**src/sv/ssa_pkg.sv**
```systemverilog
package ssa_pkg;

    localparam int NUM_PAGES = 16;
    localparam int MAX_SLOTS = 64;
    localparam int PW        = $clog2(NUM_PAGES);
    localparam int LW        = $clog2(NUM_PAGES + 1);
    localparam int SW        = $clog2(MAX_SLOTS);
    localparam int CW        = $clog2(MAX_SLOTS + 1);

    localparam logic [6:0] SLOTS_RESET = 7'd64;
    localparam logic [4:0] KEEP_RESET  = 5'd3;

    localparam logic [1:0] REG_SLOTS  = 2'd0;
    localparam logic [1:0] REG_KEEP   = 2'd1;
    localparam logic [1:0] REG_RANDOM = 2'd2;
    localparam logic [1:0] REG_SEED   = 2'd3;

    localparam logic [1:0] HOME_POOL    = 2'd0;
    localparam logic [1:0] HOME_EMPTY   = 2'd1;
    localparam logic [1:0] HOME_PARTIAL = 2'd2;
    localparam logic [1:0] HOME_FULL    = 2'd3;

    localparam logic [2:0] ST_OK        = 3'd0;
    localparam logic [2:0] ST_NOMEM     = 3'd1;
    localparam logic [2:0] ST_NOT_OWNED = 3'd2;
    localparam logic [2:0] ST_RANGE     = 3'd3;
    localparam logic [2:0] ST_DOUBLE    = 3'd4;

    localparam logic CMD_ALLOC = 1'b0;
    localparam logic CMD_FREE  = 1'b1;

    typedef struct packed {
        logic [CW-1:0] count;
        logic [4:0]    keep;
        logic [SW-1:0] start;
        logic          busy;
    } ssa_cfg_t;

    typedef struct packed {
        logic [NUM_PAGES-1:0][PW-1:0] e;
        logic [LW-1:0]                len;
    } ssa_list_t;

    typedef struct packed {
        logic [2:0]  status;
        logic [3:0]  granted_page;
        logic [5:0]  granted_slot;
        logic [10:0] used_slots_total;
        logic [4:0]  held_pages;
    } ssa_result_t;

    function automatic ssa_list_t list_push(ssa_list_t l, logic [PW-1:0] page);
        ssa_list_t r;
        r = l;
        if (l.len < LW'(NUM_PAGES))
        begin
            r.e   = {l.e[NUM_PAGES-2:0], page};
            r.len = l.len + 1'b1;
        end
        return r;
    endfunction

    function automatic ssa_list_t list_remove(ssa_list_t l, logic [PW-1:0] page);
        ssa_list_t r;
        logic      seen;
        logic      hit;
        r    = l;
        seen = 1'b0;
        for (int i = 0; i < NUM_PAGES; i++)
        begin
            hit = !seen && (l.e[i] == page) && (LW'(i) < l.len);
            if (hit)
                r.len = l.len - 1'b1;
            seen = seen | hit;
            if (seen && i < NUM_PAGES - 1)
                r.e[i] = l.e[i+1];
        end
        return r;
    endfunction

    function automatic logic [SW:0] first_set(logic [MAX_SLOTS-1:0] v);
        logic [SW-1:0] idx;
        idx = '0;
        for (int i = MAX_SLOTS - 1; i >= 0; i--)
        begin
            if (v[i])
                idx = SW'(i);
        end
        return {|v, idx};
    endfunction

endpackage

```
**src/sv/ssa_cfg.sv**
```systemverilog
module ssa_cfg (
    input  logic               clk,
    input  logic               rst_n,
    input  logic               psel,
    input  logic               penable,
    input  logic               pwrite,
    input  logic [3:0]         paddr,
    input  logic [31:0]        pwdata,
    output logic [31:0]        prdata,
    output logic               pready,
    output ssa_pkg::ssa_cfg_t  cfg
);

    logic [6:0]              slots_reg;
    logic [4:0]              keep_reg;
    logic                    random_reg;
    logic [31:0]             seed_reg;
    logic                    busy_reg;
    logic [4:0]              bit_reg;
    logic [ssa_pkg::CW-1:0]  rem_reg;
    logic [ssa_pkg::SW-1:0]  start_reg;
    logic [ssa_pkg::CW-1:0]  count;
    logic [ssa_pkg::CW-1:0]  rem_next;
    logic [ssa_pkg::CW:0]    rem_shift;
    logic                    wr;

    assign pready = 1'b1;
    assign wr     = psel && penable && pwrite;

    always_comb
    begin
        if (slots_reg == 7'd0)
            count = ssa_pkg::CW'(1);
        else if (slots_reg > 7'(ssa_pkg::MAX_SLOTS))
            count = ssa_pkg::CW'(ssa_pkg::MAX_SLOTS);
        else
            count = ssa_pkg::CW'(slots_reg);
    end

    always_comb
    begin
        rem_shift = {rem_reg, seed_reg[bit_reg]};
        if (rem_shift >= {1'b0, count})
            rem_shift = rem_shift - {1'b0, count};
        rem_next = rem_shift[ssa_pkg::CW-1:0];
    end

    always_comb
    begin
        case (paddr[3:2])
            ssa_pkg::REG_SLOTS:  prdata = {25'd0, slots_reg};
            ssa_pkg::REG_KEEP:   prdata = {27'd0, keep_reg};
            ssa_pkg::REG_RANDOM: prdata = {31'd0, random_reg};
            ssa_pkg::REG_SEED:   prdata = seed_reg;
            default:             prdata = '0;
        endcase
    end

    always_ff @(posedge clk or negedge rst_n)
    begin
        if (!rst_n)
        begin
            slots_reg  <= ssa_pkg::SLOTS_RESET;
            keep_reg   <= ssa_pkg::KEEP_RESET;
            random_reg <= 1'b0;
            seed_reg   <= '0;
            busy_reg   <= 1'b0;
            bit_reg    <= '0;
            rem_reg    <= '0;
            start_reg  <= '0;
        end
        else
        begin
            if (busy_reg)
            begin
                rem_reg <= rem_next;
                bit_reg <= bit_reg - 1'b1;
                if (bit_reg == 5'd0)
                begin
                    busy_reg  <= 1'b0;
                    start_reg <= rem_next[ssa_pkg::SW-1:0];
                end
            end
            if (wr)
            begin
                case (paddr[3:2])
                    ssa_pkg::REG_SLOTS:  slots_reg  <= pwdata[6:0];
                    ssa_pkg::REG_KEEP:   keep_reg   <= pwdata[4:0];
                    ssa_pkg::REG_RANDOM: random_reg <= pwdata[0];
                    ssa_pkg::REG_SEED:   seed_reg   <= pwdata;
                    default:             ;
                endcase
                if (paddr[3:2] == ssa_pkg::REG_SLOTS || paddr[3:2] == ssa_pkg::REG_SEED)
                begin
                    busy_reg <= 1'b1;
                    bit_reg  <= 5'd31;
                    rem_reg  <= '0;
                end
            end
        end
    end

    assign cfg.count = count;
    assign cfg.keep  = keep_reg;
    assign cfg.start = random_reg ? start_reg : '0;
    assign cfg.busy  = busy_reg;

endmodule

```
**config.mk**
```make
export PLATFORM = sky130hd
export DESIGN_NAME = ssa_cfg
export DESIGN_NICKNAME = d
export VERILOG_FILES = /design/src/sv/ssa_pkg.sv /design/src/sv/ssa_cfg.sv
export SDC_FILE = /design/constraint.sdc
export NUM_CORES = 1
export LEC_CHECK = 0
export BUFFER_PORTS_ARGS = -buffer_cell sky130_fd_sc_hd__buf_2
export CORE_ASPECT_RATIO = 2
export CORE_MARGIN = 2
export CORE_UTILIZATION = 40
export CTS_BUF_LIST = sky130_fd_sc_hd__clkbuf_4 sky130_fd_sc_hd__clkbuf_8
export DETAILED_ROUTE_END_ITERATION = 16
export SKIP_LAST_GASP = 1
export SLEW_MARGIN = 20
export SYNTH_ARGS = -nofsm -noshare
export SYNTH_HDL_FRONTEND = slang
export SYNTH_SLANG_ARGS = --single-unit
export TNS_END_PERCENT = 20
```
**constraint.sdc**
```tcl
create_clock -name clk -period 6.1 [get_ports clk]
set_input_delay 0.915 -clock clk [delete_from_list [all_inputs] [get_ports clk]]
set_output_delay 0.915 -clock clk [all_outputs]
set_load 0.01 [all_outputs]
```
# After elaboration in Yosys (flattened, before gate mapping)

Index checks and enable logic that the tools add are counted.
W data, S select, Z words.

Magnitude comparators: 3
Reductions and logical operators: 11
Add/subtract/negate cells: 2
Multiplexer cells: 17
Equality and inequality tests: 3

Operators with widths:

| kind                  | number |
|---|---|
| $pmux W32 S4          | 1 |
| $mux W7               | 6 |
| $mux W5               | 3 |
| $reduce_and A2 Y1     | 5 |
| $ge A8 B7 Y1          | 1 |
| $gt A7 B7 Y1 const B  | 1 |
| $logic_not A7 Y1      | 1 |
| $sub A7 B7 Y7         | 1 |
| $lt A5 B6 Y1 const B  | 1 |
| $mux W6               | 1 |
| $bmux W1 S5           | 1 |
| $logic_not A5 Y1      | 1 |
| $mux W1               | 5 |
| $sub A5 B1 Y5 const B | 1 |
| $eq A2 B2 Y1 const B  | 2 |
| $eq A2 B1 Y1 const B  | 1 |
| $logic_and A1 B1 Y1   | 2 |
| $logic_not A2 Y1      | 1 |
| $logic_or A1 B1 Y1    | 1 |

Input port bits: 41
Word-level logic and storage cells: 44
Output and inout port bits: 52
Flip-flop bits (word level): 64

# Depth between registers and ports, before layout

Depth in word-level cells: 8
Depth in mapped cells: 14
Mapped depth without buffers: 12

# Worst setup path after synthesis

Ideal clock, no wire load.

Kind: register -> register
Start: register bit_reg[1]
End: register start_reg[2] (netlist name)
Data arrival time: 3.189 ns
Setup time: 0.132 ns
Required time: 5.968 ns
Slack: 2.779 ns
Path buffers: 1
Stages on the path, launching flop included: 14
Clock period less this slack: 3.321 ns
Cell sequence: dfrtp_1 > buf_6 > mux4_2 > nor2_1 > nor4_1 > nor4_2 > ha_1 > inv_1 > fa_1 > a211oi_1 > o21ai_1 > a21oi_4 > mux2i_1 > o21ai_0

Cells in the longest elaborated chain, start to end: 4
Elaborated cells between the ends (all ways): 7
Classes of those cells: add/sub: 1; order compare: 1; mux: 3; reduce/logical: 2

Ends and longest elaborated chain:

| what                                          | RTL line                     | source |
|---|---|---|
| start: declaration                            | ssa_cfg.sv:19                | `logic [4:0] bit_reg;` |
| start signal: assignment                      | ssa_cfg.sv:77                | `bit_reg <= bit_reg - 1'b1;` |
| $bmux W1 S5                                   | ssa_cfg.sv:42                | `rem_shift = {rem_reg, seed_reg[bit_reg]};` |
| $mux W1 (implied by the code)                 | ssa_cfg.sv:42                |  |
| $sub A7 B7 Y7 or $ge A8 B7 Y1 (tied branches) | ssa_cfg.sv:44, ssa_cfg.sv:43 |  |
| $mux W7                                       | ssa_cfg.sv:43                | `if (rem_shift >= {1'b0, count})` |
| end signal: assignment                        | ssa_cfg.sv:81                | `start_reg <= rem_next[ssa_pkg::SW-1:0];` |
| end: declaration                              | ssa_cfg.sv:21                | `logic [ssa_pkg::SW-1:0] start_reg;` |

Several ways; a longest one is shown, not always the timed one. The select of a mux whose other input is x is not followed.
A chain may end at the register's enable or synchronous reset.

# Worst setup path in the final report

Start: register bit_reg[1]
End: register start_reg[3] (netlist name)

Same word-level chain as after synthesis.

==> results.cfg <==
[critical_path]
cp_max_fo = 12
cp_slowest_cell = dfrtp_1
cpPeakStageDelay_ns = 0.69
path_buf_inv = 1
path_class = flop to flop
crit_required_ns = 6.30
arrival_ns = 4.48
critPathTopFamily = multiplexers
endpoint_kind = flop
crit_chain = mux4_1 > nor2_1 > nor4b_1 > nor4_2 > ha_1 > inv_1 > fa_1 > a211oi_1 > o21ai_1 > a21oi_4 > mux2i_1 > o21ai_0
cp-start-kind = flop

[clock_network]
clk_pin_slew_ns = 0.07
clockBufferDepth = 2
clock_latency_ns = 0.34
cts-root-buf = clkbuf_8
cts_setup_buffers = 0
clock_sinks = 64
cts_inserted_buffers = 9
hold_buffers = 0
cts.repair.resized = 0
cts_tree = yes
htree_levels = 3

[job]
cap_violations = 0

[cells_and_area]
num_antenna_cells = 0
multi_input_area_sq_um = 1869
nFillCells = 861
syn2layout_area_growth_pct = 20.01
drive_above_1_share_pct = 38.21
mostFrequentLayoutCells = buf_2 (89), dfrtp_1 (61), mux2_2 (46), nand2_1 (33), and2_1 (31)
fin_cells = 526
register_area_sq_um = 1605
largest_register_ffs = 32
nNetsFinal = 475
final_common_cell = buf_2

[global_route]
grt_pass1_vias = 2953
grt_max_degree = 65
grt_usage_pct = 19.20
antenna_found_initial = 0
grt_pass1_wl_microns = 14580
grt-ovfl-total = 0

[drt]
ant_nets = 0
first_pass_iters = 4
drt_iter0_markers = 94
drc_errors = 0
wl_per_cell_microns = 16.75
drt-total-wl_microns = 8811
via_per_inst = 5.298
num_vias = 2787

[sta]
clock_skew_ns = 0.009747
slew_headroom_pct = 35.18
rsz0062_at_grt = false
tns_ns = 0
tightestPinTransition_ns = 0.9723
min_period_ns = 4.275
setup_viol = 0
fmax_mhz = 233.9
fin_crit_sh_pct = 70.09
finalHoldViolCount = 0
maxSlewViolCount = 0

[status]
status = completed

[yosys]
synth_edf_count = 0
yosysSeqAreaShare_pct = 44.35
yosysWarnings = 0
synthArstFlopShare_pct = 100.0
synth_top_cell_by_area = dfrtp_1
yosys-top-cells-area = dfrtp_1 (42%), mux2_2 (14%), and2_1 (5.4%)
syn-num-nets = 392
synth_cell_type_count = 48
syn_area_sq_um = 3620
syn_area_per_cell_sq_um = 10.77
synth_top_area_share_pct = 42.17
synthFlopType = dfrtp_1
syn_inst = 336
synth-seq-cells = 64

[floorplanning]
fp.coreArea_sq_um = 8890
std_cell_rows = 49
io_pins = 93
die-area_sq_um = 9872
die_y_microns = 138.5
fp.dieW_microns = 71.27
start_util_pct = 40.72

[power_and_ir_drop]
vdd_drop_max_mv = 0.2421
p_per_area_nw_per_um2 = 449.4
power_leakage_uw = 0.002114

[worst_hold_path]
min_path_type = flop to flop

[placement]
io_buffer_count = 89
dp.final_hpwl_microns = 6692
dpl.cell_count = 510
place_congestion = 0.8861
-- cell families after synthesis --
kind of cell | after synthesis | share of synthesized area, %
AND/OR/NAND/NOR | 102 | 14.79
flip-flops | 64 | 44.35
multiplexers | 58 | 19.91
AO/OA/AOI/OAI | 56 | 9.990
buffers and inverters | 34 | 4.009
adder cells (fa/ha/maj) | 15 | 5.392
XOR/XNOR | 6 | 1.452
other | 1 | 0.1036
-- final timing paths --
check / start / endpoint / slack, ns / cells after the start
worst min register to register: start_reg[1] / start_reg[1] / 0.47 / 2
worst max register to register: bit_reg[1] / start_reg[3] / 1.82 / 12
max in group asynchronous: rst_n / rem_reg[6] / 4.81 / 2
min in group asynchronous: rst_n / seed_reg[25] / 0.74 / 2
worst min-delay path: start_reg[1] / start_reg[1] / 0.47 / 2
worst max-delay path: bit_reg[1] / start_reg[3] / 1.82 / 12
-- per-stage QoR --
step	power, uW	worst slack (ns)	cell area, sq um	hold WS, ns	utilization (%)
floorplan	1295	2.779	3620	0.4424	-
global placement	1546	1.780	4119	0.4579	46.33
detailed placement	1566	1.680	4119	0.4636	46.33
CTS	1982	1.685	4344	0.4792	48.87
global route	2110	1.379	4344	0.5166	48.87
finish	1952	1.825	4344	0.4732	48.87
-- power by group --
group,leakage (uW),switching (uW),internal (uW)
logic,0.00123,428,400
clock network,0.000109,160,245
registers,0.000776,157,563
total,0.00211,744,1210
-- routing by layer --
layer / up-vias / track usage, % / part of all wire [%]
li1: 1346 / - / -
met4: 0 / 7.845 / 1.9
met3: 13 / 4.651 / 4.2
met1: 1351 / 19.43 / 35
met2: 77 / 36.06 / 59
met5: - / 0 / 0
-- worst register-to-register path, stage by stage (launching register included) --
cell      delay (ns)
dfrtp_1         0.69
mux4_1          0.65
nor2_1          0.11
nor4b_1         0.07
nor4_2          0.42
ha_1            0.25
inv_1           0.06
fa_1            0.44
a211oi_1        0.36
o21ai_1         0.20
a21oi_4         0.35
mux2i_1         0.42
o21ai_0         0.15
-- synthesized netlist by cell type, types with 2 or more instances --
master,n
dfrtp_1,61
mux2_2,46
nand2_1,33
and2_1,31
o21ai_0,21
inv_1,15
ha_1,14
clkbuf_1,11
nor2_1,11
a21oi_1,8
mux2i_1,6
nand3_1,5
nor2b_1,5
a22oi_1,4
mux4_2,4
nand2b_1,4
o21ai_1,4
xnor2_1,4
a211oi_1,3
buf_1,3
dfstp_2,3
nor4_1,3
nor4b_1,3
o311ai_0,3
buf_2,2
buf_4,2
mux4_1,2
nor3_1,2
o21a_1,2
o31a_1,2
xor2_1,2
-- area by class of cell --
type,instances,area share [%]
multi-input combinational,238,43.03
clock buffer,11,3.341
clock inverter,5,1.843
timing repair buffer,91,10.60
inverter,15,1.296
sequential,64,36.95
tap,102,2.938
No activity file was read; power rests on OpenSTA's default activity.
